--- src/hdl/slid_pkg.sv ---
// Shared types and constants for the sorted list insert/delete unit.
`default_nettype none

package slid_pkg;

    // Default number of list cells
    localparam int DEFAULT_CAPACITY = 16;

    // Result status codes
    typedef enum logic [1:0] {
        ST_INSERTED  = 2'd0,
        ST_FULL      = 2'd1,
        ST_DELETED   = 2'd2,
        ST_NOT_FOUND = 2'd3
    } status_t;

    // Operation broadcast to every cell
    typedef struct packed {
        logic ins;  // insert, list not full
        logic del;  // delete, a match exists
    } cell_op_t;

endpackage

`default_nettype wire

--- src/hdl/slid_cell.sv ---
// One list cell: holds one entry and shifts with its neighbors.
`default_nettype none

module slid_cell (
    input  wire logic              clk,
    input  wire logic              rst_n,
    input  wire slid_pkg::cell_op_t op,
    input  wire logic signed [7:0] value,
    input  wire logic signed [7:0] left_entry,
    input  wire logic              left_valid,
    input  wire logic              left_ge,
    input  wire logic signed [7:0] right_entry,
    input  wire logic              right_valid,
    output logic signed [7:0]      entry,
    output logic                   valid,
    output logic                   ge,
    output logic                   eq
);

    logic signed [7:0] entry_reg, entry_next;
    logic              valid_reg, valid_next;

    // Empty cells count as larger than any value
    assign ge    = !valid_reg || (entry_reg >= value);
    assign eq    = valid_reg && (entry_reg == value);
    assign entry = entry_reg;
    assign valid = valid_reg;

    // Shift logic: insert moves toward the tail, delete toward the head
    always_comb
    begin
        entry_next = entry_reg;
        valid_next = valid_reg;
        if (op.ins)
        begin
            if (left_ge)
            begin
                entry_next = left_entry;
                valid_next = left_valid;
            end
            else if (ge)
            begin
                entry_next = value;
                valid_next = 1'b1;
            end
        end
        else if (op.del)
        begin
            if (ge)
            begin
                entry_next = right_entry;
                valid_next = right_valid;
            end
        end
    end

    // Valid flag
    always_ff @(posedge clk or negedge rst_n)
    begin
        if (!rst_n)
        begin
            valid_reg <= 1'b0;
        end
        else
        begin
            valid_reg <= valid_next;
        end
    end

    // Entry payload
    always_ff @(posedge clk)
    begin
        entry_reg <= entry_next;
    end

endmodule

`default_nettype wire

--- src/hdl/sorted_list_insert_delete_unit.sv ---
// Top level of the sorted list insert/delete unit.
`default_nettype none

// Sorted list of signed 8-bit values, ascending, duplicates allowed.
// Command channel: a word (action, value) is taken on a clock edge with
// start high and busy low. busy is always low: the list never stalls.
// action 0 inserts value before the first entry not smaller than it;
// action 1 deletes the first entry equal to value.
// Result channel: one word per command, shown on status and entry_count
// for exactly one cycle with done high, in the cycle after the command.
// The receiver cannot hold it off and needs none: a new command may be
// given in every cycle, so throughput is one command per cycle.
// The list is a row of CAPACITY cells; each compares its entry with the
// broadcast value and takes its neighbor's entry in the same cycle. The
// match flags are OR-ed across the row to decide whether a delete hits.
// Reset clears the entry count and all cell valid flags; no result is
// pending after reset.

module sorted_list_insert_delete_unit #(
    parameter int CAPACITY = slid_pkg::DEFAULT_CAPACITY
) (
    input  wire logic              clk,
    input  wire logic              rst_n,
    input  wire logic              start,
    output logic                   busy,
    input  wire logic              action,
    input  wire logic signed [7:0] value,
    output logic                   done,
    output logic [1:0]             status,
    output logic [4:0]             entry_count
);

    localparam int CW = $clog2(CAPACITY + 1);

    logic signed [7:0]  entry_vec [CAPACITY];
    logic [CAPACITY-1:0] valid_vec;
    logic [CAPACITY-1:0] ge_vec;
    logic [CAPACITY-1:0] eq_vec;

    logic [CW-1:0]      count_reg, count_next;
    logic               done_reg;
    slid_pkg::status_t  status_reg, status_next;
    logic [31:0]        count_ext;

    slid_pkg::cell_op_t op;
    logic               accept;
    logic               full;
    logic               found;

    assign busy   = 1'b0;
    assign accept = start && !busy;
    assign full   = (count_reg == CW'(CAPACITY));
    assign found  = |eq_vec;

    // Command decode
    always_comb
    begin
        op.ins = accept && !action && !full;
        op.del = accept && action && found;
    end

    // Row of cells
    genvar gi;
    generate
        for (gi = 0; gi < CAPACITY; gi++)
        begin : g_cell
            logic signed [7:0] l_entry, r_entry;
            logic              l_valid, l_ge, r_valid;

            if (gi == 0)
            begin : g_head
                assign l_entry = value;
                assign l_valid = 1'b1;
                assign l_ge    = 1'b0;
            end
            else
            begin : g_mid_l
                assign l_entry = entry_vec[gi-1];
                assign l_valid = valid_vec[gi-1];
                assign l_ge    = ge_vec[gi-1];
            end

            if (gi == CAPACITY - 1)
            begin : g_tail
                assign r_entry = 8'sd0;
                assign r_valid = 1'b0;
            end
            else
            begin : g_mid_r
                assign r_entry = entry_vec[gi+1];
                assign r_valid = valid_vec[gi+1];
            end

            slid_cell u_cell (
                .clk         (clk),
                .rst_n       (rst_n),
                .op          (op),
                .value       (value),
                .left_entry  (l_entry),
                .left_valid  (l_valid),
                .left_ge     (l_ge),
                .right_entry (r_entry),
                .right_valid (r_valid),
                .entry       (entry_vec[gi]),
                .valid       (valid_vec[gi]),
                .ge          (ge_vec[gi]),
                .eq          (eq_vec[gi])
            );
        end
    endgenerate

    // Count and status
    always_comb
    begin
        count_next  = count_reg;
        status_next = status_reg;
        if (accept)
        begin
            if (!action)
            begin
                if (full)
                begin
                    status_next = slid_pkg::ST_FULL;
                end
                else
                begin
                    status_next = slid_pkg::ST_INSERTED;
                    count_next  = count_reg + CW'(1);
                end
            end
            else
            begin
                if (found)
                begin
                    status_next = slid_pkg::ST_DELETED;
                    count_next  = count_reg - CW'(1);
                end
                else
                begin
                    status_next = slid_pkg::ST_NOT_FOUND;
                end
            end
        end
    end

    always_ff @(posedge clk or negedge rst_n)
    begin
        if (!rst_n)
        begin
            count_reg <= '0;
            done_reg  <= 1'b0;
        end
        else
        begin
            count_reg <= count_next;
            done_reg  <= accept;
        end
    end

    // Status payload
    always_ff @(posedge clk)
    begin
        status_reg <= status_next;
    end

    assign count_ext   = 32'(count_reg);
    assign done        = done_reg;
    assign status      = status_reg;
    assign entry_count = count_ext[4:0];

`ifndef SYNTHESIS
    // A result only follows a command
    a_done_after_cmd: assert property (@(posedge clk) disable iff (!rst_n)
        done |-> $past(start))
        else $error("result word without a command");

    // Valid cells always match the entry count
    a_valid_count: assert property (@(posedge clk) disable iff (!rst_n)
        $countones(valid_vec) == 32'(count_reg))
        else $error("valid cells disagree with entry count");

    // An insert grows the list by one
    a_insert_grows: assert property (@(posedge clk) disable iff (!rst_n)
        (done && status == slid_pkg::ST_INSERTED) |->
            (count_reg == $past(count_reg) + CW'(1)))
        else $error("insert did not grow the list");

    // Count never exceeds the cell count
    a_count_bound: assert property (@(posedge clk) disable iff (!rst_n)
        32'(count_reg) <= CAPACITY)
        else $error("entry count beyond capacity");
`endif

endmodule

`default_nettype wire
--- config.mk ---
export PLATFORM = sky130hd
export DESIGN_NAME = sorted_list_insert_delete_unit
export DESIGN_NICKNAME = d
export VERILOG_FILES = /design/src/hdl/slid_pkg.sv /design/src/hdl/slid_cell.sv /design/src/hdl/sorted_list_insert_delete_unit.sv
export SDC_FILE = /design/constraint.sdc
export NUM_CORES = 1
export LEC_CHECK = 0
export CAP_MARGIN = 20
export CORE_ASPECT_RATIO = 1.1
export CORE_MARGIN = 5
export CORE_UTILIZATION = 45
export DETAILED_ROUTE_END_ITERATION = 10
export DONT_BUFFER_PORTS = 1
export HOLD_SLACK_MARGIN = 0.06
export PLACE_DENSITY = 0.7
export SYNTH_ARGS = -nofsm -noshare
export SYNTH_HDL_FRONTEND = slang
export SYNTH_SLANG_ARGS = --single-unit
--- constraint.sdc ---
create_clock -name clk -period 6.21 [get_ports clk]
set_clock_uncertainty 0.05 [all_clocks]
set_input_delay 0.3105 -clock clk [delete_from_list [all_inputs] [get_ports clk]]
set_output_delay 0.3105 -clock clk [all_outputs]
set_load 0.02 [all_outputs]
==> summary.md <==
| Metric | Value |
|---|---|
| Status | finished, final reports clean |
| Peak supply drop | 0.238 mV |
| Root Driver | clkbuf_16 |
| TritonRoute pass-1 iters | 6 |
| Clock Power Share | 0.260 |
| Post-CTS setup buffer count | 0 |
| Diodes inserted | 0 |
| CTS max path bufs | 2 |
| Gr usage total | 0.214 |
| Largest net degree at the start of global routing | 130 |
| Most common cell in the netlist | nand2_1 |
| Cells after Synth | 1,103 |
| Tcrit/Tclk final | 0.653 |
| Sequential fraction of the synthesis area | 0.397 |
| CP startpoint | value[2] |
| Avg Cell Area, Syn | 10.2 sq um |
| Hold WC Path Type | in -> reg |
| Startpoint types | input port |
| Critical Path AT | 4.02 ns |
| Logic pwr share | 0.332 |
| Int Pwr | 0.00254 W |
| Hold Path Depth | 2 |
| R2r endpoint | g_cell[8].u_cell.entry[7] |
| LEAKAGE | 5.04 nW |
| Worst slew pin tran | 1.23 ns |
| Die Y | 176 um |
| Ratio of cells with drive above 1 in the final layout | 0.0739 |
| Worst skew pair latency | 0.44 ns |
| Main synth FF type | edfxtp_1 |
| Clock transition at path regs | 0.07 ns |
| Slowest-stage cell, CP | a2111oi_0 |
| Power, Total | 0.00398 W |
| Total wire length | 30,600 um |
| Worst-path fanout max | 36 |
| Warnings from Yosys | 0 |
| Normalized max-slew margin | 0.182 |
| Fin. max-slew vios | 0 |
| Residual DRC | 0 |
| Setup TNS | 0 ns |
| Psw | 0.00144 W |
| Syn nets | 1,247 |
| Num CTS Buffers | 17 |
| Mapped cell area | 11,200 sq um |
| Routability cong. | 0.865 |
| Max reg flops | 128 |
| Fmax | 0.246 GHz |
| Worst EP required | 6.17 ns |
| Routed Antenna Nets | 0 |
| Cells taking the most area after synthesis | edfxtp_1 35%, ha_1 15%, mux2i_1 11% |
| Finish-stage setup viols | 0 |
| Initial antenna violation count | 0 |
| Initial core utilization | 0.457 |
| Finished Core Util | 0.488 |
| WS Path Type | in -> reg |
| Layout net count | 1,227 |
| Detailed Route Iter0 Violations | 961 |
| PwrDens | 332 nW/um^2 |
| Clock net sink count | 152 |
| Hold EP | g_cell[15].u_cell.entry[2] |
| Asr flop ratio synth | 0.145 |
| Final Hold Fails | 0 |
| Path depth of the worst reg2reg path | 8 |
| Fillcell total | 2,195 |
| Drt wl/cell | 21.8 um |
| Area growth, synth to finish | 6.76% |
| #FFs+latches synth | 152 |
| Crit end category | flip-flop |
| Post-synth EDFFs | 130 |
| DR vias | 8,593 |
| Area leader, netlist | edfxtp_1 |
| First-pass GRT wire length | 47,100 um |
| Hold_sp | value[2] |
| FF-to-FF Start | g_cell[10].u_cell.entry[4] |
| RSZ-0062 raised after global routing | false |
| CP cell instances | inv_1 > ha_1 > nand4_1 > nor4_1 > a2111oi_0 > nand3_1 > o211ai_4 > buf_4 > o21ai_0 |
| Boundary Pins | 21 |
| CP peak stage delay | 0.74 ns |
| Post-synth top area share | 0.348 |
| Fin crit period | 4.06 ns |
| Via density | 6.11 |
| Port Buf Inserts | 0 |
| Die area | 28,200 sq um |
| Global-route congestion overflow total | 0 |
| Yosys cell types | 74 |
| Post-DP HPWL | 21,200 um |
| Chip Width | 161 um |
| Vias in the first global route | 8,364 |
| Htree depth | 4 |
| FP Rows | 60 |
| Post-CTS sizing | 0 |
| Reg2Reg Setup Slack | 2.21 ns |
| Switch share | 0.361 |
| CTS tree | yes |
| Post-synth top cells | 153 x nand2_1, 131 x ha_1, 130 x edfxtp_1, 120 x mux2i_1, 104 x o21ai_0 |
| Core Region | 24,500 sq um |
| Max-cap viol count | 0 |
| Seq pwr share | 0.408 |
-- power by group through the flow --
| stage | Combinational (W) | Sequential (W) | Clock, W |
|---|---|---|---|
| 3_3_place_gp | 0.00125 | 0.00164 | 0 |
| 3_5_place_dp | 0.00129 | 0.00164 | 0 |
| 4_1_cts | 0.00130 | 0.00162 | 0.00105 |
| 6_report | 0.00132 | 0.00162 | 0.00104 |
| 5_1_grt | 0.00147 | 0.00164 | 0.00110 |
| 2_1_floorplan | 0.00109 | 0.00153 | 0 |
-- layer usage --
layer / routed length, um / vias to the layer above / track usage
met1: 12800 / 4077 / 0.275
met5: 0 / - / 0
li1: - / 4066 / -
met2: 14600 / 367 / 0.357
met3: 2180 / 83 / 0.0427
met4: 1010 / 0 / 0.0839
-- through the flow --
| stage | worst slack [ns] | hold WS [ns] | instances | instance area, sq um |
|---|---|---|---|---|
| finish | 2.15 | 0.0739 | 1406 | 12000 |
| global route | 2.05 | 0.0772 | 1406 | 12000 |
| floorplan | 2.93 | -0.0351 | 1103 | 11200 |
| global placement | 1.98 | -0.0345 | 1362 | 11300 |
| detailed placement | 1.94 | -0.0346 | 1363 | 11300 |
| CTS | 2.26 | 0.0654 | 1402 | 12000 |
-- final cells by class --
class,count,area [sq um],share of cell area
clock buffer,19,433,0.0361
clock inverter,13,146,0.0122
tap,310,388,0.0324
sequential,152,4450,0.372
inverter,54,203,0.0169
timing repair buffer,24,220,0.0184
multi-input combinational,834,6140,0.512
-- how the worst max path moves through the flow --
stage                                      to  slack (ns)  cells after the start
floorplan           g_cell[6].u_cell.entry[0]        2.93                     11
global placement    g_cell[1].u_cell.entry[0]        1.98                      9
detailed placement  g_cell[6].u_cell.entry[0]        1.94                      9
CTS                 g_cell[1].u_cell.entry[1]        2.26                      9
global route        g_cell[6].u_cell.entry[0]        2.05                      9
finish              g_cell[8].u_cell.entry[7]        2.15                      9
-- cell usage in the layout, fill, tap and decap left out, types with 3 or more instances in the layout --
cell and count:
edfxtp_1 130, xor2_1 3, inv_6 4, o21ai_1 45, a211oi_2 3, buf_4 12, nor3_1 21, a211oi_1 9
o2111ai_1 3, ha_1 131, nor2_1 48, clkbuf_16 17, a221oi_2 8, o211ai_1 3, nand2b_1 10, a21o_1 33
nor4_1 11, nand3_1 6, dlygate4sd3_1 6, o21ai_0 104, o311ai_0 4, nand2_1 152, mux2i_1 120, o31ai_1 3
and2_1 5, clkinvlp_4 5, a21oi_1 20, a211o_1 6, o22ai_1 3, o211ai_2 3, nor2b_1 14, dfrtp_1 22
a2111oi_0 3, inv_1 52, nand4_1 17
-- worst max-delay path: cells and delay by family --
family | cells | cell delay [ns]
compound gates | 3 | 1.65
fa+ha+maj | 1 | 0.36
simple gates | 3 | 0.52
buf+inv | 2 | 1.14
-- kinds of logic after synthesis --
| logic type | share of synthesized area |
|---|---|
| AOI/OAI and AO/OA | 0.161 |
| xor gates and xnor gates | 0.00390 |
| DFF | 0.397 |
| other | 0.000334 |
| and+or+nand+nor | 0.125 |
| adders and majority gates | 0.148 |
| buffers and inverters | 0.0576 |
| muxes | 0.107 |
-- what timing repair did --
| item | CTS | global route |
|---|---|---|
| hold endpoints to repair | 29 | 0 |
| endpoints found under the setup margin | 0 | 0 |
| hold buffers | 7 | 0 |
No activity file was read; power rests on OpenSTA's default activity.
